**src/sv/cosp_pkg.sv**
```systemverilog
`default_nettype none

package cosp_pkg;

  // Fixed field and datapath widths
  localparam int RATING_W = 16;
  localparam int NORM_W   = 16;
  localparam int COS_W    = 16;
  localparam int MUL_W    = 24;               // one operand of the shared multiplier
  localparam int PP_W     = 2 * MUL_W;        // multiplier product width
  localparam int ACC_W    = 48;               // dot product and sums of squares
  localparam int PROD_W   = 2 * ACC_W;        // product of the two sums of squares
  localparam int ROOT_W   = PROD_W / 2;       // floor root of that product
  localparam int SUB_W    = ROOT_W + 4;       // shared subtractor / remainder width
  localparam int Q_W      = 16;               // quotient bits produced by the divide
  localparam int FRAC_W   = 14;               // Q2.14 fraction bits
  localparam int STEP_W   = $clog2(ROOT_W);   // iteration counter

  localparam logic [Q_W-1:0] COS_ONE = Q_W'(1 << FRAC_W);

  localparam int DEF_MAX_ITEMS = 4096;

  // Configuration port
  localparam int CFG_AW = 3;
  localparam int CFG_DW = 32;
  localparam logic REG_MIN_NORM_SQ = 1'b0;    // word index of min_norm_sq

  typedef enum logic [2:0] {
    TAG_DOT,
    TAG_SQ_A,
    TAG_SQ_B,
    TAG_PP_LO,
    TAG_PP_MID,
    TAG_PP_HI
  } mul_tag_t;

  typedef struct packed {
    logic             valid;
    mul_tag_t         tag;
    logic             neg;
    logic [MUL_W-1:0] op_a;
    logic [MUL_W-1:0] op_b;
  } mul_req_t;

  typedef struct packed {
    logic            valid;
    mul_tag_t        tag;
    logic            neg;
    logic [PP_W-1:0] prod;
  } mul_rsp_t;

endpackage

`default_nettype wire

```
**src/sv/cosine_similarity_pair.sv**
```systemverilog
`default_nettype none

// Cosine similarity of two signed Q8.8 vectors that arrive one element pair per
// input transaction; in_last marks the final pair. Each pair takes the
// accept state, three passes through the single shared 24x24 multiplier
// (a*b, a*a, b*b) and a state that retires the last product into the
// accumulators. A pair past MAX_ITEMS skips the multiplier and only sets the
// too_long flag. The last pair then adds the zero-vector check against
// min_norm_sq, four multiplier passes plus a wait for the 96-bit product of the
// two sums of squares, a bit-per-cycle square root over 48 root bits and a
// 16-bit restoring divide (both on one shared 52-bit subtractor), and the
// hand-off of the result to the output register.
// A zero vector skips the root and divide. The result is
// cosine = trunc(dot * 16384 / floor(sqrt(sumsq_a * sumsq_b))) in Q2.14, clamped
// to +/-16384; zero_norm forces it to 0. The output register holds a result
// until taken while the next vector's pairs are accepted; a new result waits
// for the register to free up. min_norm_sq lives at byte address 0 (reset 0)
// and must be written only while the block is idle.

module cosine_similarity_pair import cosp_pkg::*; #(
  parameter int MAX_ITEMS = DEF_MAX_ITEMS
) (
  input  wire logic                       clk,
  input  wire logic                       rst_n,
  // Input channel
  input  wire logic                       in_valid,
  output logic                            in_stall,
  input  wire logic signed [RATING_W-1:0] in_rating_a,
  input  wire logic signed [RATING_W-1:0] in_rating_b,
  input  wire logic                       in_last,
  // Result channel
  output logic                            out_valid,
  input  wire logic                       out_stall,
  output logic signed [COS_W-1:0]         out_cosine,
  output logic                            out_zero_norm,
  output logic                            out_too_long,
  // Configuration port
  input  wire logic                       psel,
  input  wire logic                       penable,
  input  wire logic                       pwrite,
  input  wire logic [CFG_AW-1:0]          paddr,
  input  wire logic [CFG_DW-1:0]          pwdata,
  output logic [CFG_DW-1:0]               prdata,
  output logic                            pready
);

  localparam int CNT_W = $clog2(MAX_ITEMS + 1);

  typedef enum logic [3:0] {
    S_IDLE,
    S_DOT,
    S_SQ_A,
    S_SQ_B,
    S_ACC,
    S_CHECK,
    S_PROD,
    S_PWAIT,
    S_SQRT,
    S_DIV,
    S_DONE
  } state_t;

  // ---------------------------------------------------------------------------
  // Configuration register
  // ---------------------------------------------------------------------------
  logic [NORM_W-1:0] min_norm_sq_r;

  always_ff @(posedge clk) begin
    if (!rst_n) begin
      min_norm_sq_r <= '0;
    end else if (psel && penable && pwrite && pready && paddr[2] == REG_MIN_NORM_SQ) begin
      min_norm_sq_r <= pwdata[NORM_W-1:0];
    end
  end

  assign pready = 1'b1;
  assign prdata = (paddr[2] == REG_MIN_NORM_SQ) ? CFG_DW'(min_norm_sq_r) : '0;

  // ---------------------------------------------------------------------------
  // Shared multiplier
  // ---------------------------------------------------------------------------
  mul_req_t mul_req;
  mul_rsp_t mul_rsp;

  cosp_mul_unit u_mul (
    .clk  (clk),
    .rst_n(rst_n),
    .req  (mul_req),
    .rsp  (mul_rsp)
  );

  // ---------------------------------------------------------------------------
  // State
  // ---------------------------------------------------------------------------
  state_t                    state_r,      state_nxt;
  logic [MUL_W-1:0]          mag_a_r,      mag_a_nxt;
  logic [MUL_W-1:0]          mag_b_r,      mag_b_nxt;
  logic                      pair_neg_r,   pair_neg_nxt;
  logic                      last_r,       last_nxt;
  logic [CNT_W-1:0]          pair_cnt_r,   pair_cnt_nxt;
  logic                      overflow_r,   overflow_nxt;
  logic signed [ACC_W-1:0]   dot_acc_r,    dot_acc_nxt;
  logic [ACC_W-1:0]          sumsq_a_r,    sumsq_a_nxt;
  logic [ACC_W-1:0]          sumsq_b_r,    sumsq_b_nxt;
  logic [PROD_W-1:0]         prod_r,       prod_nxt;
  logic [ROOT_W-1:0]         root_r,       root_nxt;
  logic [SUB_W-1:0]          rem_r,        rem_nxt;
  logic [Q_W-1:0]            nlow_r,       nlow_nxt;
  logic [Q_W-1:0]            quo_r,        quo_nxt;
  logic [STEP_W-1:0]         step_r,       step_nxt;
  logic                      zero_r,       zero_nxt;
  logic                      out_valid_r,  out_valid_nxt;
  logic signed [COS_W-1:0]   out_cos_r,    out_cos_nxt;
  logic                      out_zero_r,   out_zero_nxt;
  logic                      out_long_r,   out_long_nxt;

  // Shared subtractor for root and divide
  logic [SUB_W-1:0]  sub_a;
  logic [SUB_W-1:0]  sub_b;
  logic [SUB_W:0]    sub_diff;
  logic              sub_ge;

  // Helpers
  logic [RATING_W:0]  abs_a;
  logic [RATING_W:0]  abs_b;
  logic [ACC_W-1:0]   dot_mag;
  logic [Q_W-1:0]     quo_clamped;
  logic [ACC_W-1:0]   min_norm_ext;
  logic               in_accept;
  logic               out_free;

  assign sub_diff = {1'b0, sub_a} - {1'b0, sub_b};
  assign sub_ge   = ~sub_diff[SUB_W];

  assign in_accept    = in_valid && !in_stall;
  assign out_free     = !out_valid_r || !out_stall;
  assign min_norm_ext = ACC_W'(min_norm_sq_r);

  always_comb begin
    abs_a       = in_rating_a[RATING_W-1] ? -{in_rating_a[RATING_W-1], in_rating_a}
                                          :  {in_rating_a[RATING_W-1], in_rating_a};
    abs_b       = in_rating_b[RATING_W-1] ? -{in_rating_b[RATING_W-1], in_rating_b}
                                          :  {in_rating_b[RATING_W-1], in_rating_b};
    dot_mag     = dot_acc_r[ACC_W-1] ? ACC_W'(-dot_acc_r) : ACC_W'(dot_acc_r);
    quo_clamped = (quo_r > COS_ONE) ? COS_ONE : quo_r;
  end

  always_comb begin
    state_nxt     = state_r;
    mag_a_nxt     = mag_a_r;
    mag_b_nxt     = mag_b_r;
    pair_neg_nxt  = pair_neg_r;
    last_nxt      = last_r;
    pair_cnt_nxt  = pair_cnt_r;
    overflow_nxt  = overflow_r;
    dot_acc_nxt   = dot_acc_r;
    sumsq_a_nxt   = sumsq_a_r;
    sumsq_b_nxt   = sumsq_b_r;
    prod_nxt      = prod_r;
    root_nxt      = root_r;
    rem_nxt       = rem_r;
    nlow_nxt      = nlow_r;
    quo_nxt       = quo_r;
    step_nxt      = step_r;
    zero_nxt      = zero_r;
    out_valid_nxt = out_valid_r && out_stall;
    out_cos_nxt   = out_cos_r;
    out_zero_nxt  = out_zero_r;
    out_long_nxt  = out_long_r;

    mul_req.valid = 1'b0;
    mul_req.tag   = TAG_DOT;
    mul_req.neg   = 1'b0;
    mul_req.op_a  = mag_a_r;
    mul_req.op_b  = mag_b_r;

    sub_a = {rem_r[SUB_W-3:0], prod_r[PROD_W-1 -: 2]};
    sub_b = {2'b00, root_r, 2'b01};

    // Retire multiplier products into the accumulators
    if (mul_rsp.valid) begin
      case (mul_rsp.tag)
        TAG_DOT: begin
          if (mul_rsp.neg) begin
            dot_acc_nxt = dot_acc_r - $signed(ACC_W'(mul_rsp.prod));
          end else begin
            dot_acc_nxt = dot_acc_r + $signed(ACC_W'(mul_rsp.prod));
          end
        end
        TAG_SQ_A:   sumsq_a_nxt = sumsq_a_r + ACC_W'(mul_rsp.prod);
        TAG_SQ_B:   sumsq_b_nxt = sumsq_b_r + ACC_W'(mul_rsp.prod);
        TAG_PP_LO:  prod_nxt = prod_r + PROD_W'(mul_rsp.prod);
        TAG_PP_MID: prod_nxt = prod_r + (PROD_W'(mul_rsp.prod) << MUL_W);
        TAG_PP_HI:  prod_nxt = prod_r + (PROD_W'(mul_rsp.prod) << (2 * MUL_W));
        default: ;
      endcase
    end

    case (state_r)
      S_IDLE: begin
        if (in_accept) begin
          mag_a_nxt    = MUL_W'(abs_a);
          mag_b_nxt    = MUL_W'(abs_b);
          pair_neg_nxt = in_rating_a[RATING_W-1] ^ in_rating_b[RATING_W-1];
          last_nxt     = in_last;
          if (pair_cnt_r < CNT_W'(MAX_ITEMS)) begin
            pair_cnt_nxt = pair_cnt_r + 1'b1;
            state_nxt    = S_DOT;
          end else begin
            // Drop the pair, remember the overflow
            overflow_nxt = 1'b1;
            state_nxt    = in_last ? S_CHECK : S_IDLE;
          end
        end
      end
      S_DOT: begin
        mul_req.valid = 1'b1;
        mul_req.tag   = TAG_DOT;
        mul_req.neg   = pair_neg_r;
        state_nxt     = S_SQ_A;
      end
      S_SQ_A: begin
        mul_req.valid = 1'b1;
        mul_req.tag   = TAG_SQ_A;
        mul_req.op_b  = mag_a_r;
        state_nxt     = S_SQ_B;
      end
      S_SQ_B: begin
        mul_req.valid = 1'b1;
        mul_req.tag   = TAG_SQ_B;
        mul_req.op_a  = mag_b_r;
        state_nxt     = S_ACC;
      end
      S_ACC: begin
        state_nxt = last_r ? S_CHECK : S_IDLE;
      end
      S_CHECK: begin
        if (sumsq_a_r <= min_norm_ext || sumsq_b_r <= min_norm_ext) begin
          zero_nxt  = 1'b1;
          quo_nxt   = '0;
          state_nxt = S_DONE;
        end else begin
          prod_nxt  = '0;
          step_nxt  = '0;
          state_nxt = S_PROD;
        end
      end
      S_PROD: begin
        // Four 24x24 partial products of sumsq_a * sumsq_b
        mul_req.valid = 1'b1;
        case (step_r[1:0])
          2'd0: begin
            mul_req.tag  = TAG_PP_LO;
            mul_req.op_a = sumsq_a_r[MUL_W-1:0];
            mul_req.op_b = sumsq_b_r[MUL_W-1:0];
          end
          2'd1: begin
            mul_req.tag  = TAG_PP_MID;
            mul_req.op_a = sumsq_a_r[MUL_W-1:0];
            mul_req.op_b = sumsq_b_r[ACC_W-1:MUL_W];
          end
          2'd2: begin
            mul_req.tag  = TAG_PP_MID;
            mul_req.op_a = sumsq_a_r[ACC_W-1:MUL_W];
            mul_req.op_b = sumsq_b_r[MUL_W-1:0];
          end
          default: begin
            mul_req.tag  = TAG_PP_HI;
            mul_req.op_a = sumsq_a_r[ACC_W-1:MUL_W];
            mul_req.op_b = sumsq_b_r[ACC_W-1:MUL_W];
          end
        endcase
        step_nxt = step_r + 1'b1;
        if (step_r[1:0] == 2'd3) begin
          state_nxt = S_PWAIT;
        end
      end
      S_PWAIT: begin
        // Last partial product lands this cycle
        step_nxt  = '0;
        root_nxt  = '0;
        rem_nxt   = '0;
        state_nxt = S_SQRT;
      end
      S_SQRT: begin
        // One root bit per cycle: bring down two product bits, try (root<<2)|1
        prod_nxt = prod_r << 2;
        if (sub_ge) begin
          rem_nxt  = sub_diff[SUB_W-1:0];
          root_nxt = {root_r[ROOT_W-2:0], 1'b1};
        end else begin
          rem_nxt  = sub_a;
          root_nxt = {root_r[ROOT_W-2:0], 1'b0};
        end
        step_nxt = step_r + 1'b1;
        if (step_r == STEP_W'(ROOT_W - 1)) begin
          // Set up (|dot| << 14) / root; upper part is already below the divisor
          step_nxt  = '0;
          rem_nxt   = SUB_W'(dot_mag >> 2);
          nlow_nxt  = {dot_mag[1:0], {FRAC_W{1'b0}}};
          quo_nxt   = '0;
          state_nxt = S_DIV;
        end
      end
      S_DIV: begin
        sub_a    = {rem_r[SUB_W-2:0], nlow_r[Q_W-1]};
        sub_b    = SUB_W'(root_r);
        nlow_nxt = nlow_r << 1;
        if (sub_ge) begin
          rem_nxt = sub_diff[SUB_W-1:0];
        end else begin
          rem_nxt = sub_a;
        end
        quo_nxt  = {quo_r[Q_W-2:0], sub_ge};
        step_nxt = step_r + 1'b1;
        if (step_r == STEP_W'(Q_W - 1)) begin
          zero_nxt  = 1'b0;
          state_nxt = S_DONE;
        end
      end
      S_DONE: begin
        if (out_free) begin
          out_valid_nxt = 1'b1;
          out_cos_nxt   = dot_acc_r[ACC_W-1] ? -$signed(quo_clamped) : $signed(quo_clamped);
          out_zero_nxt  = zero_r;
          out_long_nxt  = overflow_r;
          // Clear the accumulators for the next vector pair
          dot_acc_nxt   = '0;
          sumsq_a_nxt   = '0;
          sumsq_b_nxt   = '0;
          pair_cnt_nxt  = '0;
          overflow_nxt  = 1'b0;
          zero_nxt      = 1'b0;
          state_nxt     = S_IDLE;
        end
      end
      default: begin
        state_nxt = S_IDLE;
      end
    endcase
  end

  always_ff @(posedge clk) begin
    if (!rst_n) begin
      state_r     <= S_IDLE;
      pair_cnt_r  <= '0;
      overflow_r  <= 1'b0;
      dot_acc_r   <= '0;
      sumsq_a_r   <= '0;
      sumsq_b_r   <= '0;
      step_r      <= '0;
      zero_r      <= 1'b0;
      last_r      <= 1'b0;
      out_valid_r <= 1'b0;
    end else begin
      state_r     <= state_nxt;
      pair_cnt_r  <= pair_cnt_nxt;
      overflow_r  <= overflow_nxt;
      dot_acc_r   <= dot_acc_nxt;
      sumsq_a_r   <= sumsq_a_nxt;
      sumsq_b_r   <= sumsq_b_nxt;
      step_r      <= step_nxt;
      zero_r      <= zero_nxt;
      last_r      <= last_nxt;
      out_valid_r <= out_valid_nxt;
    end
    mag_a_r    <= mag_a_nxt;
    mag_b_r    <= mag_b_nxt;
    pair_neg_r <= pair_neg_nxt;
    prod_r     <= prod_nxt;
    root_r     <= root_nxt;
    rem_r      <= rem_nxt;
    nlow_r     <= nlow_nxt;
    quo_r      <= quo_nxt;
    out_cos_r  <= out_cos_nxt;
    out_zero_r <= out_zero_nxt;
    out_long_r <= out_long_nxt;
  end

  // Take a pair only while the sequencer waits for one
  assign in_stall      = (state_r != S_IDLE);
  assign out_valid     = out_valid_r;
  assign out_cosine    = out_cos_r;
  assign out_zero_norm = out_zero_r;
  assign out_too_long  = out_long_r;

endmodule

`default_nettype wire

```
**src/sv/cosp_mul_unit.sv**
```systemverilog
`default_nettype none

module cosp_mul_unit import cosp_pkg::*; (
  input  wire logic     clk,
  input  wire logic     rst_n,
  input  wire mul_req_t req,
  output mul_rsp_t      rsp
);

  mul_rsp_t rsp_r;
  mul_rsp_t rsp_nxt;

  always_comb begin
    rsp_nxt.valid = req.valid;
    rsp_nxt.tag   = req.tag;
    rsp_nxt.neg   = req.neg;
    rsp_nxt.prod  = PP_W'(req.op_a) * PP_W'(req.op_b);
  end

  // Register the product; tag and sign travel along with it
  always_ff @(posedge clk) begin
    if (!rst_n) begin
      rsp_r.valid <= 1'b0;
      rsp_r.tag   <= TAG_DOT;
      rsp_r.neg   <= 1'b0;
    end else begin
      rsp_r.valid <= rsp_nxt.valid;
      rsp_r.tag   <= rsp_nxt.tag;
      rsp_r.neg   <= rsp_nxt.neg;
    end
    rsp_r.prod <= rsp_nxt.prod;
  end

  assign rsp = rsp_r;

endmodule

`default_nettype wire

```
**config.mk**
```make
export PLATFORM = sky130hd
export DESIGN_NAME = cosine_similarity_pair
export DESIGN_NICKNAME = d
export VERILOG_FILES = /design/src/sv/cosp_pkg.sv /design/src/sv/cosine_similarity_pair.sv /design/src/sv/cosp_mul_unit.sv
export SDC_FILE = /design/constraint.sdc
export NUM_CORES = 2
export LEC_CHECK = 0
export ABC_AREA = 1
export BUFFER_PORTS_ARGS = -buffer_cell sky130_fd_sc_hd__clkbuf_2
export CAP_MARGIN = 0
export CELL_PAD_IN_SITES_DETAIL_PLACEMENT = 1
export CELL_PAD_IN_SITES_GLOBAL_PLACEMENT = 2
export CORE_UTILIZATION = 39
export DETAILED_ROUTE_END_ITERATION = 10
export GPL_ROUTABILITY_DRIVEN = 0
export PLACE_DENSITY = 0.91
export SYNTH_ARGS = -nofsm -noshare
export SYNTH_HDL_FRONTEND = slang
export SYNTH_HIERARCHICAL = 1
export SYNTH_SLANG_ARGS = --single-unit
```
**constraint.sdc**
```tcl
create_clock -name clk -period 21.9 [get_ports clk]
set_input_delay 3.285 -clock clk [delete_from_list [all_inputs] [get_ports clk]]
set_output_delay 3.285 -clock clk [all_outputs]
set_load 0.03 [all_outputs]
```
==> impl_metrics.env <==
export IMPL_status="finished clean"
export IMPL_wl_met3_um=22000
export IMPL_yosys_register_bits=506
export IMPL_r2r_end="u_mul/rsp[33]"
export IMPL_dp_final_hpwl_um=264000
export IMPL_setup_worst_path_class="register to register"
export IMPL_min_delay_start="zero_r"
export IMPL_finalWorstPathRequiredPeriod_ns=9.43
export IMPL_slowest_delay_ns=0.93
export IMPL_cap_violations=0
export IMPL_achievable_frequency_ghz=0.106
export IMPL_synth_edff_count=170
export IMPL_worst_pin_slew_ns=1.38
export IMPL_setup_ws_ns=12.47
export IMPL_timing_final_max_slew_violations=0
export IMPL_number_of_global_route_vias_before_repair=84838
export IMPL_timing_critical_path_to_type="register"
export IMPL_vias=81409
export IMPL_synth_adder_area_share_pct=22.3
export IMPL_drc_violations_left=0
export IMPL_globalRoute_totalOverflow=0
export IMPL_ys_types=67
export IMPL_cts_repair_resized=0
export IMPL_ys_warn_count=6
export IMPL_globalRouteTotalUtil_pct=33.6
export IMPL_drive_above_1_share_pct=4.29
export IMPL_grt_setup_unrepaired="no"
export IMPL_wl_met2_um=151000
export IMPL_synthSimpleGateAreaFrac_pct=31.5
export IMPL_synthXorXnorAreaFrac_pct=2.95
export IMPL_timing_setup_tns_ns=0
export IMPL_r2r_cells=32
export IMPL_postCtsSetupBuffers=0
export IMPL_floorplan_die_height_um=440
export IMPL_viasPerCell=5.58
export IMPL_setup_viol=0
export IMPL_cts_buffer_depth=3
export IMPL_routed_wl_um=330000
export IMPL_dominant_combinational_cell_family_by_area_after_synthesis="simple AND/OR/NAND/NOR gates"
export IMPL_timing_max_slew_rel_slack_pct=8.13
export IMPL_clkSinkCount=506
export IMPL_worstSetupStartpoint="state_r[3]"
export IMPL_hold_viol_final=0
export IMPL_antenna_found_initial=10
export IMPL_htree_levels=3
export IMPL_hold_depth=0
export IMPL_first_iter_violations=6014
export IMPL_num_rows=160
export IMPL_worst_ep_arrival_time_ns=9.98
export IMPL_timing_rr_start="state_r[3]"
export IMPL_port_buffer_count=92
export IMPL_yosys_mux_area_fraction_pct=0
export IMPL_tritoncts="built"
export IMPL_pre_cts_slack_ns=12.59
export IMPL_holdBufCountCts=0
export IMPL_grt_start_max_net_pins=190
export IMPL_die_x_um=440
export IMPL_fin_crit_sh_pct=43.1
export IMPL_design_portCount=128
export IMPL_synth_avg_cell_area_um2=6.20
export IMPL_area_growth_syn_to_layout_pct=8.17
export IMPL_routedWlPerCell_um=22.6
export IMPL_synth_compound_area_share_pct=14.0
export IMPL_layout_cells_most_common="sky130_fd_sc_hd__nand2_1"
export IMPL_netlist_area_um2=74700
export IMPL_fp_coreArea_um2=190000
export IMPL_synth_top_flop_cell="sky130_fd_sc_hd__dfxtp_1"
export IMPL_timing_critical_path_slowest_stage_cell="sky130_fd_sc_hd__nand2_1"
export IMPL_clock_insertion_delay_worst_skew_ns=0.73
export IMPL_grt_first_pass_wirelength_um=500000
export IMPL_worst_hold_path_endpoint="out_zero_norm"
export IMPL_ys_async_sr_fraction_pct=0
export IMPL_post_route_cell_area_um2=80800
export IMPL_placed_instance_area_um2=78300
export IMPL_firstDrtPassIters=6
export IMPL_start_util_pct=39.3
export IMPL_critical_path_peak_fanout=46
export IMPL_cts_inserted_buffers=73
export IMPL_total_routed_wire_length_on_the_met1_layer_um=135000
export IMPL_critical_path_startpoint_type="register"
export IMPL_cts_clk_slew_worst_paths_ns=0.07
export IMPL_postSynthCellCount=12038
export IMPL_worst_path_required_time_ns=22.45
export IMPL_worst_hold_path_class="register to register"
export IMPL_design_die_area_um2=193000
export IMPL_finish_net_count=13117
export IMPL_leading_cell_types_in_the_layout_fill_and_taps_excluded="sky130_fd_sc_hd__nand2_1 (3,470), sky130_fd_sc_hd__inv_1 (2,250), sky130_fd_sc_hd__nor2_1 (1,184), sky130_fd_sc_hd__a21oi_1 (746), sky130_fd_sc_hd__o21ai_0 (648)"
export IMPL_buffer_cell_driving_the_clock_tree_root="sky130_fd_sc_hd__clkbuf_16"
export IMPL_r2r_setup_slack_ns=12.47
export IMPL_finClkSkew_ns=0.0574
export IMPL_antenna_left=0
export IMPL_ys_seq_area_share_pct=15.8
export IMPL_dr_max_layer_used="met5"
[stage by stage]
| step | hold WS, ns | utilization [%] | std cells |
|---|---|---|---|
| after floorplan | 0.408 | - | 12055 |
| final | 0.437 | 42.5 | 14579 |
| after CTS | 0.437 | 42.5 | 14571 |
| after global placement | 0.417 | 41.2 | 14438 |
| after global routing | 0.446 | 42.5 | 14574 |
| after detailed placement | 0.425 | 41.2 | 14438 |
[cell families after synthesis]
family          after synthesis
buf+inv                    2617
fa+ha+maj                  1040
other cells                   2
flops                       506
simple gates               5749
xor+xnor                    252
compound gates             1872
[critical path, delay by kind of cell, from the launching register on]
family	cells	cell delay (ns)
AOI/OAI and AO/OA	1	0.47
adders and majority gates	8	4.04
buffers and inverters	10	1.90
DFF	1	0.48
and+or+nand+nor	13	2.31
[flip-flops by register name, indices dropped and copies added, names as in the netlist]
signal and count:
step_r 6, sumsq_b_r 48, rem_r 51, out_cosine 16
prod_r 96, u_mul/rsp 53, quo_r 16, state_r 4
pair_neg_r 1, min_norm_sq_r 16, out_too_long 1, sumsq_a_r 48
mag_a_r 17, mag_b_r 17, zero_r 1, root_r 48
out_valid 1, dot_acc_r 48, overflow_r 1, out_zero_norm 1
nlow_r 2, pair_cnt_r 13, last_r 1
[worst max path at each step]
stage	to
5_1_grt	u_mul/rsp[34]
2_1_floorplan	prdata[10]
3_5_place_dp	u_mul/rsp[46]
3_3_place_gp	u_mul/rsp[42]
4_1_cts	u_mul/rsp[46]
6_report	u_mul/rsp[33]
[routing by layer]
metal  global-route usage, %  vias to the layer above
li1                        -                    37882
met1                    41.1                    40023
met2                    55.4                     2675
met3                    5.65                      823
met4                    20.2                        6
met5                   0.149                        -
[layout make-up]
type	count	area, um^2
Antenna cell	8	20.0
Clock buffer	95	2020
Clock inverter	38	492
Fill cell	25699	109000
Inverter	2277	8560
Multi-Input combinational cell	8932	53400
Sequential cell	506	11800
Tap cell	2511	3140
Timing Repair Buffer	212	1370
[synth_stat cells (all sizes together), types with 23 or more instances]
| cell | count | area [um^2] |
|---|---|---|
| a21boi | 23 | 173 |
| a21o | 57 | 428 |
| a21oi | 764 | 3830 |
| a22oi | 23 | 173 |
| a31oi | 49 | 307 |
| buf | 82 | 459 |
| clkbuf | 258 | 970 |
| dfxtp | 336 | 6730 |
| edfxtp | 170 | 5100 |
| fa | 489 | 9790 |
| ha | 551 | 6890 |
| inv | 2274 | 8540 |
| nand2 | 3486 | 13100 |
| nand3 | 608 | 3110 |
| nand3b | 34 | 255 |
| nand4 | 144 | 901 |
| nor2 | 1212 | 4630 |
| nor3 | 134 | 691 |
| nor4 | 63 | 394 |
| o211ai | 100 | 751 |
| o21a | 47 | 353 |
| o21ai | 689 | 3470 |
| o21bai | 44 | 330 |
| o221ai | 38 | 333 |
| or2 | 40 | 250 |
| xnor2 | 114 | 998 |
| xor2 | 138 | 1210 |
Power is not shown: default switching activity piles up to over one toggle a cycle in this logic, so the estimate is an artifact.
